**src/rtl/core/smlb_pkg.sv**
```systemverilog
package smlb_pkg;

  // default build values
  localparam int unsigned TicksPerSecondDef = 1000;
  localparam int unsigned MaxPinsDef        = 8;

  // divisor is twice the frequency, at most 2 * 99
  localparam int unsigned DivW = 8;

  // characters of interest
  localparam logic [7:0] ChCr   = 8'd13;
  localparam logic [7:0] ChF    = 8'd70;
  localparam logic [7:0] ChP    = 8'd80;
  localparam logic [7:0] ChZero = 8'd48;
  localparam logic [7:0] ChNine = 8'd57;

  typedef enum logic [1:0] {
    MODE_MENU = 2'd0,
    MODE_FREQ = 2'd1,
    MODE_PINS = 2'd2
  } mode_e;

  typedef enum logic [1:0] {
    ST_IDLE = 2'd0,
    ST_EVAL = 2'd1,
    ST_DIV  = 2'd2,
    ST_OUT  = 2'd3
  } state_e;

endpackage

```
**src/rtl/core/serial_menu_led_blinker.sv**
```systemverilog
// flow: one transfer in, then the EVAL state and the OUT state when no reload is due,
// or EVAL, the DIV steps and OUT when the blink counter reloads; OUT holds until the result is taken
// a new input is taken only in IDLE, once the last result has been taken;
// the reload value comes from a restoring divider that retires one quotient bit a cycle
// reset: asynchronous, active low; menu mode, frequency 1, one pin, counter zero, leds off
module serial_menu_led_blinker
  import smlb_pkg::*;
#(
  parameter int unsigned TICKS_PER_SECOND = TicksPerSecondDef,
  parameter int unsigned MAX_PINS         = MaxPinsDef
) (
  input  logic       clk_i,
  input  logic       rst_ni,
  input  logic       in_valid_i,
  output logic       in_ready_o,
  input  logic       cmd_i,
  input  logic [7:0] rx_byte_i,
  output logic       out_valid_o,
  input  logic       out_ready_i,
  output logic [7:0] led_pins_o,
  output logic [6:0] blink_freq_o,
  output logic [3:0] pin_count_o,
  output logic [1:0] prompt_mode_o
);

  localparam int unsigned QuoW = $clog2(TICKS_PER_SECOND + 1);
  localparam int unsigned CntW = $clog2(TICKS_PER_SECOND / 2 + 1);
  localparam int unsigned StepW = $clog2(QuoW);
  localparam logic [QuoW-1:0] Dividend = QuoW'(TICKS_PER_SECOND);
  localparam logic [StepW-1:0] LastStep = StepW'(QuoW - 1);
  localparam logic [3:0] MaxPinsC = 4'(MAX_PINS);

  state_e state_q, state_d;
  mode_e  mode_q, mode_d;

  logic            started_q, started_d;
  logic [7:0]      first_char_q, first_char_d;
  logic [6:0]      dig_val_q, dig_val_d;
  logic [3:0]      dig_first_q, dig_first_d;
  logic [1:0]      dig_seen_q, dig_seen_d;
  logic            dig_stop_q, dig_stop_d;
  logic [6:0]      freq_q, freq_d;
  logic [3:0]      pins_q, pins_d;
  logic [CntW-1:0] count_q, count_d;
  logic [7:0]      led_q, led_d;

  logic [DivW-1:0]  rem_q, rem_d;
  logic [QuoW-1:0]  quo_q, quo_d;
  logic [StepW-1:0] step_q, step_d;

  logic            in_xfer;
  logic            out_xfer;
  logic [7:0]      first_eff;
  logic            is_digit;
  logic [3:0]      digit;
  logic [6:0]      freq_eff;
  logic [DivW-1:0] divisor;
  logic [DivW:0]   trial;
  logic [DivW:0]   diff;
  logic [8:0]      mask_wide;

  assign in_xfer  = in_valid_i && in_ready_o;
  assign out_xfer = out_valid_o && out_ready_i;

  // byte decode
  assign first_eff = started_q ? first_char_q : rx_byte_i;
  assign is_digit  = (rx_byte_i >= ChZero) && (rx_byte_i <= ChNine);
  assign digit     = 4'(rx_byte_i - ChZero);

  // divider step and led mask
  assign freq_eff  = (freq_q == 7'd0) ? 7'd1 : freq_q;
  assign divisor   = {freq_eff, 1'b0};
  assign trial     = {rem_q, quo_q[QuoW-1]};
  assign diff      = trial - {1'b0, divisor};
  assign mask_wide = (9'd1 << pins_q) - 9'd1;

  // next state
  always_comb begin
    state_d = state_q;
    unique case (state_q)
      ST_IDLE: begin
        if (in_xfer) state_d = ST_EVAL;
      end
      ST_EVAL: begin
        state_d = (count_q == '0) ? ST_DIV : ST_OUT;
      end
      ST_DIV: begin
        if (step_q == '0) state_d = ST_OUT;
      end
      ST_OUT: begin
        if (out_xfer) state_d = ST_IDLE;
      end
      default: state_d = ST_IDLE;
    endcase
  end

  // handshake outputs
  always_comb begin
    in_ready_o  = 1'b0;
    out_valid_o = 1'b0;
    unique case (state_q)
      ST_IDLE: in_ready_o  = 1'b1;
      ST_OUT:  out_valid_o = 1'b1;
      default: ;
    endcase
  end

  // datapath
  always_comb begin
    mode_d       = mode_q;
    started_d    = started_q;
    first_char_d = first_char_q;
    dig_val_d    = dig_val_q;
    dig_first_d  = dig_first_q;
    dig_seen_d   = dig_seen_q;
    dig_stop_d   = dig_stop_q;
    freq_d       = freq_q;
    pins_d       = pins_q;
    count_d      = count_q;
    led_d        = led_q;
    rem_d        = rem_q;
    quo_d        = quo_q;
    step_d       = step_q;

    if (state_q == ST_IDLE && in_xfer) begin
      if (cmd_i) begin
        // tick, counter stops at zero
        if (count_q != '0) count_d = count_q - CntW'(1);
      end else if (rx_byte_i == ChCr) begin
        // end of line
        unique case (mode_q)
          MODE_MENU: begin
            if (first_eff == ChF) mode_d = MODE_FREQ;
            else if (first_eff == ChP) mode_d = MODE_PINS;
          end
          MODE_FREQ: begin
            if (dig_seen_q != 2'd0 && dig_val_q != 7'd0) begin
              freq_d = dig_val_q;
              mode_d = MODE_MENU;
            end
          end
          default: begin
            if (dig_seen_q != 2'd0 && dig_first_q >= 4'd1 && dig_first_q <= MaxPinsC) begin
              pins_d = dig_first_q;
              mode_d = MODE_MENU;
            end
          end
        endcase
        started_d    = 1'b0;
        first_char_d = 8'd0;
        dig_val_d    = 7'd0;
        dig_first_d  = 4'd0;
        dig_seen_d   = 2'd0;
        dig_stop_d   = 1'b0;
      end else begin
        // ordinary byte of a line
        if (!started_q) begin
          first_char_d = rx_byte_i;
          started_d    = 1'b1;
        end
        if (!dig_stop_q) begin
          if (is_digit) begin
            if (dig_seen_q != 2'd2) begin
              dig_val_d  = 7'({dig_val_q, 3'b000}) + 7'({dig_val_q, 1'b0}) + 7'(digit);
              dig_seen_d = dig_seen_q + 2'd1;
              if (dig_seen_q == 2'd0) dig_first_d = digit;
            end
          end else begin
            dig_stop_d = 1'b1;
          end
        end
      end
    end

    // start the reload division
    if (state_q == ST_EVAL) begin
      rem_d  = '0;
      quo_d  = Dividend;
      step_d = LastStep;
    end

    // one quotient bit per cycle, reload and toggle at the end
    if (state_q == ST_DIV) begin
      if (!diff[DivW]) begin
        rem_d = diff[DivW-1:0];
        quo_d = {quo_q[QuoW-2:0], 1'b1};
      end else begin
        rem_d = trial[DivW-1:0];
        quo_d = {quo_q[QuoW-2:0], 1'b0};
      end
      step_d = step_q - StepW'(1);
      if (step_q == '0) begin
        count_d = !diff[DivW] ? CntW'({quo_q[QuoW-2:0], 1'b1})
                              : CntW'({quo_q[QuoW-2:0], 1'b0});
        led_d   = (led_q == 8'd0) ? mask_wide[7:0] : 8'd0;
      end
    end
  end

  // control registers
  always_ff @(posedge clk_i or negedge rst_ni) begin
    if (!rst_ni) begin
      state_q      <= ST_IDLE;
      mode_q       <= MODE_MENU;
      started_q    <= 1'b0;
      first_char_q <= 8'd0;
      dig_val_q    <= 7'd0;
      dig_first_q  <= 4'd0;
      dig_seen_q   <= 2'd0;
      dig_stop_q   <= 1'b0;
      freq_q       <= 7'd1;
      pins_q       <= 4'd1;
      count_q      <= '0;
      led_q        <= 8'd0;
      step_q       <= '0;
    end else begin
      state_q      <= state_d;
      mode_q       <= mode_d;
      started_q    <= started_d;
      first_char_q <= first_char_d;
      dig_val_q    <= dig_val_d;
      dig_first_q  <= dig_first_d;
      dig_seen_q   <= dig_seen_d;
      dig_stop_q   <= dig_stop_d;
      freq_q       <= freq_d;
      pins_q       <= pins_d;
      count_q      <= count_d;
      led_q        <= led_d;
      step_q       <= step_d;
    end
  end

  // divider working registers
  always_ff @(posedge clk_i) begin
    rem_q <= rem_d;
    quo_q <= quo_d;
  end

  assign led_pins_o    = led_q;
  assign blink_freq_o  = freq_q;
  assign pin_count_o   = pins_q;
  assign prompt_mode_o = mode_q;

endmodule

```
**config.mk**
```make
export PLATFORM = sky130hd
export DESIGN_NAME = serial_menu_led_blinker
export DESIGN_NICKNAME = d
export VERILOG_FILES = /design/src/rtl/core/smlb_pkg.sv /design/src/rtl/core/serial_menu_led_blinker.sv
export SDC_FILE = /design/constraint.sdc
export NUM_CORES = 1
export LEC_CHECK = 0
export ABC_CLOCK_PERIOD_IN_PS = 3380
export BUFFER_PORTS_ARGS = -buffer_cell sky130_fd_sc_hd__buf_2
export CAP_MARGIN = 20
export CORE_MARGIN = 1
export CORE_UTILIZATION = 56
export DETAILED_ROUTE_END_ITERATION = 16
export MAX_ROUTING_LAYER = met4
export PLACE_DENSITY = 0.75
export SKIP_LAST_GASP = 1
export SYNTH_ARGS = -nofsm -noshare
export SYNTH_HDL_FRONTEND = slang
export SYNTH_SLANG_ARGS = --single-unit
```
**constraint.sdc**
```tcl
create_clock -name clk_i -period 3.38 [get_ports clk_i]
set_input_delay 0 -clock clk_i [delete_from_list [all_inputs] [get_ports clk_i]]
set_output_delay 0 -clock clk_i [all_outputs]
set_load 0.01 [all_outputs]
```
==> flow_summary.toml, run 1 <==
[synth]
yosysWarnings = 0
syn_nets = 463
synth-async-reset-ratio = 0.766
synth-edff-count = 18
netlist_area_mm2 = 0.00428
syn_area_per_cell_um2 = 10.1
syn_inst = 422
ys_types = 62
yosysSeqAreaShare = 0.472
ys_ff_latch = 77
synthFlopType = "dfrtp_1"

[worst_setup_path]
cp.arrival_ns = 3.10
cp-start-kind = "flip-flop"
path_class = "reg2reg"
reg2reg_slack_ns = 0.48
path_max_fanout = 11
endpoint_kind = "flip-flop"
cp_data_required_time_ns = 3.58

[cts]
htree_levels = 3
cts_tree = "built"
clock_latency_ns = 0.36
clk_path_buf_depth = 2
cts_buffers = 9
cts_sinks = 77
cts_root_buf = "clkbuf_8"
clk_pin_slew_ns = 0.08

[pwr]
power_density_mw_per_mm2 = 694
vdd_drop_max_mv = 0.282
power_mw = 3.33
leakagePower_nw = 2.11

[detailed_routing]
drt_iter0_drc = 157
drcViolationCount = 0
post_drt_wl_per_cell_um = 15.5
drt_wl_total_um = 8800
vias = 3282
vias_per_cell = 5.78
ant_nets = 0
firstDrtPassIters = 4

[place]
detailed_place_hpwl_um = 6390
port_buffers = 35
globalplace.congestion = 0.845

[finish]
syn_to_final_growth_pct = 11.9
fin_util = 0.654
fillers = 606
layout-drive-gt1-share = 0.171
final_nets = 505
antennaDiodeCount = 0

[run_status]
status = "finished, final reports clean"

[grt]
grt_pass1_vias = 3109
grt-ovfl-total = 0
antenna_found_initial = 0
grt_pass1_wl_um = 14500
grt_max_degree = 31
grt.total_usage = 0.249

[floorplanning]
die_h_um = 89.4
rows = 31
ios = 36
die_x_um = 89.4
core_area_mm2 = 0.00733
dieArea_mm2 = 0.00800
start_util = 0.584

[timing]
finClkSkew_ns = 0.0115
maxClockFrequency_mhz = 344
relSlewSlack = 0.345
setup-violations-final = 0
hold_viol = 0
grt_setup_unrepaired = "false"
tns_ns = 0
maxSlewViolCount = 0
worst_pin_slew_ns = 0.983
post-route-min-period_ns = 2.90
min_period_over_period = 0.859

[worst_hold_path]
hold_path.class = "in2reg"

[job]
maxCapViolations = 0
[cell type report]
| class | count | area [um2] | share of cell area |
|---|---|---|---|
| clock buffer | 11 | 153 | 0.0319 |
| clock inverter | 5 | 31.3 | 0.00653 |
| inverter | 31 | 116 | 0.0243 |
| multi-input combinational | 301 | 2090 | 0.436 |
| sequential | 77 | 2020 | 0.421 |
| tap | 99 | 124 | 0.0258 |
| timing repair buffer | 44 | 260 | 0.0543 |
[logic make-up after synthesis]
family / count (synthesis) / synth area share
DFF: 77 / 0.472
muxes: 13 / 0.0345
buffers and inverters: 44 / 0.0406
adders and majority gates: 28 / 0.0871
AOI/OAI and AO/OA: 102 / 0.156
and+or+nand+nor: 147 / 0.187
xor gates and xnor gates: 11 / 0.0225
[synth_stat cells (6+ instances only)]
cell type	n	share of area
clkbuf_1	11	0.0096
mux2_2	10	0.026
nand2b_1	6	0.0088
edfxtp_1	18	0.13
o21a_1	6	0.011
nand3_1	17	0.020
a32o_1	6	0.014
inv_1	30	0.026
a21oi_1	18	0.021
dfrtp_1	57	0.33
nor2_1	19	0.017
nand2_1	45	0.039
nor3_1	10	0.012
o21ai_0	39	0.046
ha_1	25	0.073
or3_1	6	0.0088
nor4_1	7	0.010
xnor2_1	8	0.016
[power breakdown]
part | total (mW) | internal, mW | switching, mW
sequential | 1.44 | 1.27 | 0.173
combinational | 1.23 | 0.508 | 0.726
clock | 0.654 | 0.311 | 0.343
[registers in the layout (all words and copies together) (netlist names)]
signal / count
blink_freq_o: 7
dig_val_q: 7
quo_q: 10
count_q: 9
dig_stop_q: 1
step_q: 4
dig_seen_q: 2
first_char_q: 8
led_pins_o: 8
pin_count_o: 4
state_q: 2
rem_q: 8
dig_first_q: 4
started_q: 1
prompt_mode_o: 2
[cells in the final DEF, fill, tap and decap left out, drive strengths merged, types with 3 or more instances in the layout]
cell type and n:
nor3 10, nor4b 4, o21ai 39, xnor2 8, mux2 11, a31oi 4, fa 3, a21oi 18
a32o 6, nand3 17, edfxtp 18, dfrtp 57, nor4 8, a31o 3, nor4bb 3, ha 25
o21a 6, clkinv 4, a22o 5, clkbuf 11, buf 37, o211ai 4, nand2b 6, nand3b 5
inv 32, nand2 45, dlygate4sd3 7, nor2 19, nor2b 4, or3 7, a21o 4, and2 5
xor2 3
[worst max-delay path, stage by stage, from the launching register on]
cell     delay, ns
dfrtp_1       0.42
nor4_1        0.30
a31o_2        0.20
ha_1          0.17
nor2b_1       0.07
o31ai_2       0.36
a31oi_1       0.34
or4b_2        0.74
a21oi_1       0.15
[per-stage QoR]
step	std cells	instance area, um2	hold WS [ns]	worst slack, ns
2_1_floorplan	422	4280	-0.296	0.909
3_3_place_gp	545	4540	0.0756	0.655
3_5_place_dp	545	4540	0.0852	0.513
4_1_cts	568	4790	0.00353	0.485
5_1_grt	568	4790	0.0241	0.310
6_report	568	4790	0.0107	0.475
[metal layers]
layer,global-route usage,share of wire
met4,0.0823,0.014
met5,-,0
met2,0.420,0.50
met3,0.0360,0.028
met1,0.309,0.46
[final timing paths]
check | start | endpoint | depth (start not counted)
hold reg to reg | quo_q[6]$_SDFFCE_PN1P_ | count_q[7]$_DFF_PN0_ | 2
min in group asynchronous | rst_ni | count_q[8]$_DFF_PN0_ | 2
max in group asynchronous | rst_ni | blink_freq_o[0]$_DFFE_PN1P_ | 3
hold / removal | rx_byte_i[1] | first_char_q[1]$_DFFE_PN0P_ | 2
setup reg to reg | blink_freq_o[3]$_DFFE_PN0P_ | rem_q[4]$_SDFFCE_PN0P_ | 8
setup / recovery | blink_freq_o[3]$_DFFE_PN0P_ | rem_q[4]$_SDFFCE_PN0P_ | 8
[timing repair]
action / in CTS / in global routing
resized for setup: 0 / 0
hold buffers: 7 / 0
hold endpoints to repair: 36 / 0
setup endpoints to repair: 0 / 0
buffers inserted: 0 / 0
Note: power is estimated with default switching activity, not from simulation.
==> inputs of run 2 (changes only) <==
ABC_CLOCK_PERIOD_IN_PS = 2900   (was 3380)
CTS_BUF_LIST = sky130_fd_sc_hd__clkbuf_8   (was not set)
clock period = 2.9 ns   (was 3.38 ns; I/O delays follow)
==> flow_summary.toml, run 2 (synthesized netlist as in run 1, its figures left out) <==
[run_status]
status = "finished, final reports clean"

[grt]
busiest_layer = "met2"
gr-usage-met3 = 0.0582
grt.total_usage = 0.249
grt_pass1_wl_um = 14600
grt_pass1_vias = 3191
grtUsageMet2 = 0.405
grt_max_degree = 39
met1_usage = 0.307
antenna_found_initial = 0
grt-ovfl-total = 0

[timing]
worst_pin_slew_ns = 0.792
finClkSkew_ns = 0.0108
setup-violations-final = 0
relSlewSlack = 0.468
hold_viol = 0
min_period_over_period = 0.925
maxClockFrequency_mhz = 373
tns_ns = 0
whs_ns = 0.0346
grt_setup_unrepaired = "false"
post-route-min-period_ns = 2.68
maxSlewViolCount = 0

[cts]
clk_pin_slew_ns = 0.08
cts_root_buf = "clkbuf_8"
clk_path_buf_depth = 2
cts_buffers = 9
clock_latency_ns = 0.35
cts_setup_buffers = 0
cts_resized = 0
htree_levels = 3
cts_sinks = 77
cts_tree = "built"

[worst_setup_path]
reg2reg_slack_ns = 0.22
crit_chain = "nor4_1 > a31o_2 > ha_1 > nor2b_1 > o31ai_2 > a31oi_1 > or4b_2 > a21oi_1"
cpPeakStageDelay_ns = 0.68
cp_data_required_time_ns = 3.09
cp.arrival_ns = 2.87
worstReg2RegStart = "blink_freq_o[3]$_DFFE_PN0P_"
reg2reg_to = "rem_q[4]$_SDFFCE_PN0P_"
rr_worst_depth = 8
path_max_fanout = 6
cp-start-kind = "flip-flop"
cp_slowest_cell = "or4b_2"
path_class = "reg2reg"
endpoint_kind = "flip-flop"

[finish]
layout_commonest_cell = "dfrtp_1"
fillers = 580
syn_to_final_growth_pct = 14.7
fin_util = 0.670
largest_reg_flops = 10
final_nets = 510
multi_input_area_mm2 = 0.00209
final_cell_mix = "dfrtp_1 (57), nand2_1 (45), o21ai_0 (39)"
layout-drive-gt1-share = 0.177
antennaDiodeCount = 0
regArea_mm2 = 0.00202
instances_no_fill = 573
largest_registers = "quo_q: 10 flops, count_q: 9 flops"
regMostFlops = "quo_q"

[worst_hold_path]
hp-start = "rx_byte_i[2]"
hold_depth = 2
whs_endpoint = "first_char_q[2]$_DFFE_PN0P_"
hold_path.class = "in2reg"

[pwr]
seqPwrFrac = 0.398
p_sw_frac = 0.347
power_mw = 4.22
power_density_mw_per_mm2 = 859
p_sw_mw = 1.46
vdd_drop_max_mv = 0.324
p_int_mw = 2.75
power.share.clock = 0.248
pwr-share-comb = 0.354
leakagePower_nw = 2.17

[place]
detailed_place_hpwl_um = 6530
port_buffers = 35
globalplace.congestion = 0.818
placedCellCount = 549

[floorplanning]
ios = 36
start_util = 0.584
die_x_um = 89.4
rows = 31
die_h_um = 89.4
dieArea_mm2 = 0.00800
core_area_mm2 = 0.00733

[detailed_routing]
vias_per_cell = 5.84
drcViolationCount = 0
ant_nets = 0
drt_iter0_drc = 316
drt_wl_total_um = 8960
post_drt_wl_per_cell_um = 15.6
firstDrtPassIters = 4
vias = 3344

[job]
maxCapViolations = 0
## run 2: cell count changes in the layout (fill, tap and decap cells not counted)
cell / before / now
clkinv_2: 2 / 1
dlygate4sd3_1: 7 / 8
clkbuf_16: 1 / 0
buf_4: 2 / 6
inv_4: 2 / 0
bufinv_16: 0 / 4
clkinv_1: 1 / 2
clkbuf_1: 1 / 0
## run 2: layout make-up
cell class,instances,share of cell area
multi-input combinational,301,0.425
sequential,77,0.411
timing repair buffer,49,0.0612
clock inverter,7,0.0280
clock buffer,9,0.0252
tap,99,0.0252
inverter,31,0.0237
## run 2: repair_timing
action                                  CTS  global route
hold buffers                              8             0
endpoints found under the hold margin    31             0
endpoints found under the setup margin    0             0
## run 2: how the worst max path moves through the flow
stage,from,to,slack (ns)
2_1_floorplan,blink_freq_o[3]$_DFFE_PN0P_,rem_q[4]$_SDFFCE_PN0P_,0.43
3_3_place_gp,blink_freq_o[3]$_DFFE_PN0P_,rem_q[4]$_SDFFCE_PN0P_,0.36
3_5_place_dp,blink_freq_o[3]$_DFFE_PN0P_,rem_q[4]$_SDFFCE_PN0P_,0.29
4_1_cts,blink_freq_o[3]$_DFFE_PN0P_,rem_q[4]$_SDFFCE_PN0P_,0.21
5_1_grt,blink_freq_o[3]$_DFFE_PN0P_,rem_q[4]$_SDFFCE_PN0P_,0.03
6_report,blink_freq_o[3]$_DFFE_PN0P_,rem_q[4]$_SDFFCE_PN0P_,0.22
## run 2: per-layer routing
| metal | part of all wire | routed length, um | vias up |
|---|---|---|---|
| met5 | 0 | 0 | - |
| met1 | 0.45 | 3990 | 1631 |
| met2 | 0.50 | 4480 | 64 |
| met3 | 0.039 | 349 | 18 |
| met4 | 0.015 | 138 | 0 |
| li1 | - | - | 1631 |
## run 2: metrics by stage
step                      instance area, um2  setup WS, ns
after global routing                    4910        0.0300
after global placement                  4570         0.364
after CTS                               4910         0.215
after detailed placement                4570         0.285
final                                   4910         0.219
after floorplan                         4280         0.429
## run 2: power groups by stage
stage	clock, mW	combinational, mW	sequential, mW
after global placement	0	1.42	1.68
after global routing	1.11	1.67	1.71
after CTS	1.06	1.49	1.67
after detailed placement	0	1.47	1.69
final	1.05	1.49	1.68
after floorplan	0	1.15	1.62
## run 2: worst max-delay path: cells and delay by family (launching register included)
| family | cells | cell delay, ns |
|---|---|---|
| AND/OR/NAND/NOR | 3 | 1.05 |
| AO/OA/AOI/OAI | 4 | 0.88 |
| flip-flops | 1 | 0.41 |
| adder cells (fa/ha/maj) | 1 | 0.19 |
==> inputs of run 3 (changes only) <==
GPL_TIMING_DRIVEN = 0   (was not set)
==> flow_summary.toml, run 3 (synthesized netlist as in run 1, its figures left out) <==
[worst_setup_path]
cp-start-kind = "flip-flop"
cp_data_required_time_ns = 3.13
path_max_fanout = 10
path_buf_inv = 2
crit_chain = "inv_1 > ha_1 > nand3b_1 > or4_4 > and2_4 > buf_6 > a21o_4 > mux2_4"
cpPeakStageDelay_ns = 0.64
path_class = "reg2reg"
cp.arrival_ns = 2.94
cp_slowest_cell = "or4_4"
crit_family = "simple AND/OR/NAND/NOR gates"
path_depth = 8
rr_worst_depth = 8
endpoint_kind = "flip-flop"

[grt]
grt_pass1_vias = 3092
antenna_found_initial = 0
grt.total_usage = 0.248
grt_max_degree = 41
grt-ovfl-total = 0
grt_pass1_wl_um = 14400

[floorplanning]
ios = 36
dieArea_mm2 = 0.00800
die_x_um = 89.4
start_util = 0.584
rows = 31
core_area_mm2 = 0.00733
die_h_um = 89.4

[timing]
maxSlewViolCount = 0
min_period_over_period = 0.933
finClkSkew_ns = 0.00563
setup-violations-final = 0
fin_ws_ns = 0.195
hold_viol = 0
grt_setup_unrepaired = "false"
worst_pin_slew_ns = 0.837
relSlewSlack = 0.437
maxClockFrequency_mhz = 370
post-route-min-period_ns = 2.71
tns_ns = 0

[place]
place_ws_ns = 0.168
detailed_place_hpwl_um = 6460
globalplace.congestion = 0.802
port_buffers = 35

[cts]
clk_path_buf_depth = 2
cts_sinks = 77
clk_pin_slew_ns = 0.07
cts_setup_buffers = 0
cts_root_buf = "clkbuf_8"
clock_latency_ns = 0.34
cts_tree = "built"
htree_levels = 3
cts_buffers = 9

[finish]
syn_to_final_growth_pct = 13.1
regMostFlops = "quo_q"
layout-drive-gt1-share = 0.162
antennaDiodeCount = 0
final_cell_mix = "dfrtp_1 (57), nand2_1 (45), o21ai_0 (39)"
layout_commonest_cell = "dfrtp_1"
largest_registers = "quo_q: 10 flops, count_q: 9 flops"
largest_reg_flops = 10
final_nets = 517

[detailed_routing]
drt_iter0_drc = 223
vias_per_cell = 5.69
drcViolationCount = 0
drt_wl_total_um = 8890
post_drt_wl_per_cell_um = 15.3
firstDrtPassIters = 4
ant_nets = 0
vias = 3303

[pwr]
vdd_drop_max_mv = 0.479
power_density_mw_per_mm2 = 794
leakagePower_nw = 2.14

[job]
maxCapViolations = 0

[run_status]
status = "finished, final reports clean"

[worst_hold_path]
hold_path.class = "in2reg"
hold_depth = 2
==> run 3: changes by cell type in the layout (fill, tap and decap cells not counted), moves of 4 or more <==
cell       change
bufinv_16      -4
inv_1          +4
buf_4          -6
clkbuf_1      +11
==> run 3: timing repair <==
| item | CTS | global route |
|---|---|---|
| endpoints found under the hold margin | 27 | 0 |
| hold buffers | 7 | 0 |
| setup endpoints to repair | 0 | 1 |
| gates resized for setup | 0 | 1 |
==> run 3: path summary, 6_finish.rpt <==
| kind | from | slack [ns] | to |
|---|---|---|---|
| min in group asynchronous | rst_ni | 0.14 | count_q[8]$_DFF_PN0_ |
| worst max register to register | state_q[0]$_DFFE_PN0P_ | 0.19 | dig_first_q[1]$_DFFE_PN0P_ |
| max in group asynchronous | rst_ni | 2.11 | blink_freq_o[0]$_DFFE_PN1P_ |
| worst min register to register | quo_q[6]$_SDFFCE_PN1P_ | 0.49 | count_q[7]$_DFF_PN0_ |
| worst max-delay path | state_q[0]$_DFFE_PN0P_ | 0.19 | dig_first_q[1]$_DFFE_PN0P_ |
| worst min-delay path | rx_byte_i[1] | 0.02 | first_char_q[1]$_DFFE_PN0P_ |
==> run 3: cell type report <==
class                   count  area [um2]
clock buffers              10         138
clock inverters             6        25.0
well taps                  99         124
fillers                   571        2490
multi-input cells         301        2100
inverters                  31         116
flip-flops and latches     77        2020
repair buffers             43         265
plain buffers              13        57.6
==> run 3: worst register-to-register path, cell delays in order, from the launching register on <==
cell and delay [ns]:
dfrtp_1 0.41, inv_1 0.13, ha_1 0.31, nand3b_1 0.29
or4_4 0.65, and2_4 0.18, buf_6 0.13, a21o_4 0.20
mux2_4 0.29
==> run 3: where the power goes <==
part	switching (mW)	internal, mW
clock network	0.363	0.319
registers	0.194	1.47
logic	0.878	0.615
total	1.44	2.41
==> run 3: per-layer routing <==
metal	global-route usage	routed length [um]	vias to the layer above
met2	0.401	4430	38
li1	-	-	1643
met1	0.322	4150	1614
met4	0.0519	68	0
met3	0.0554	237	8
met5	-	0	-
==> run 3: metrics by stage <==
stage,hold slack (ns),utilization,area (um2),cells,power [mW]
6_report,0.0210,0.661,4840,580,3.84
5_1_grt,0.0194,0.661,4840,580,4.13
4_1_cts,0.00955,0.659,4830,580,3.84
3_5_place_dp,-0.0139,0.628,4600,557,3.15
3_3_place_gp,0.278,0.625,4580,556,3.08
2_1_floorplan,-0.296,-,4280,422,2.77
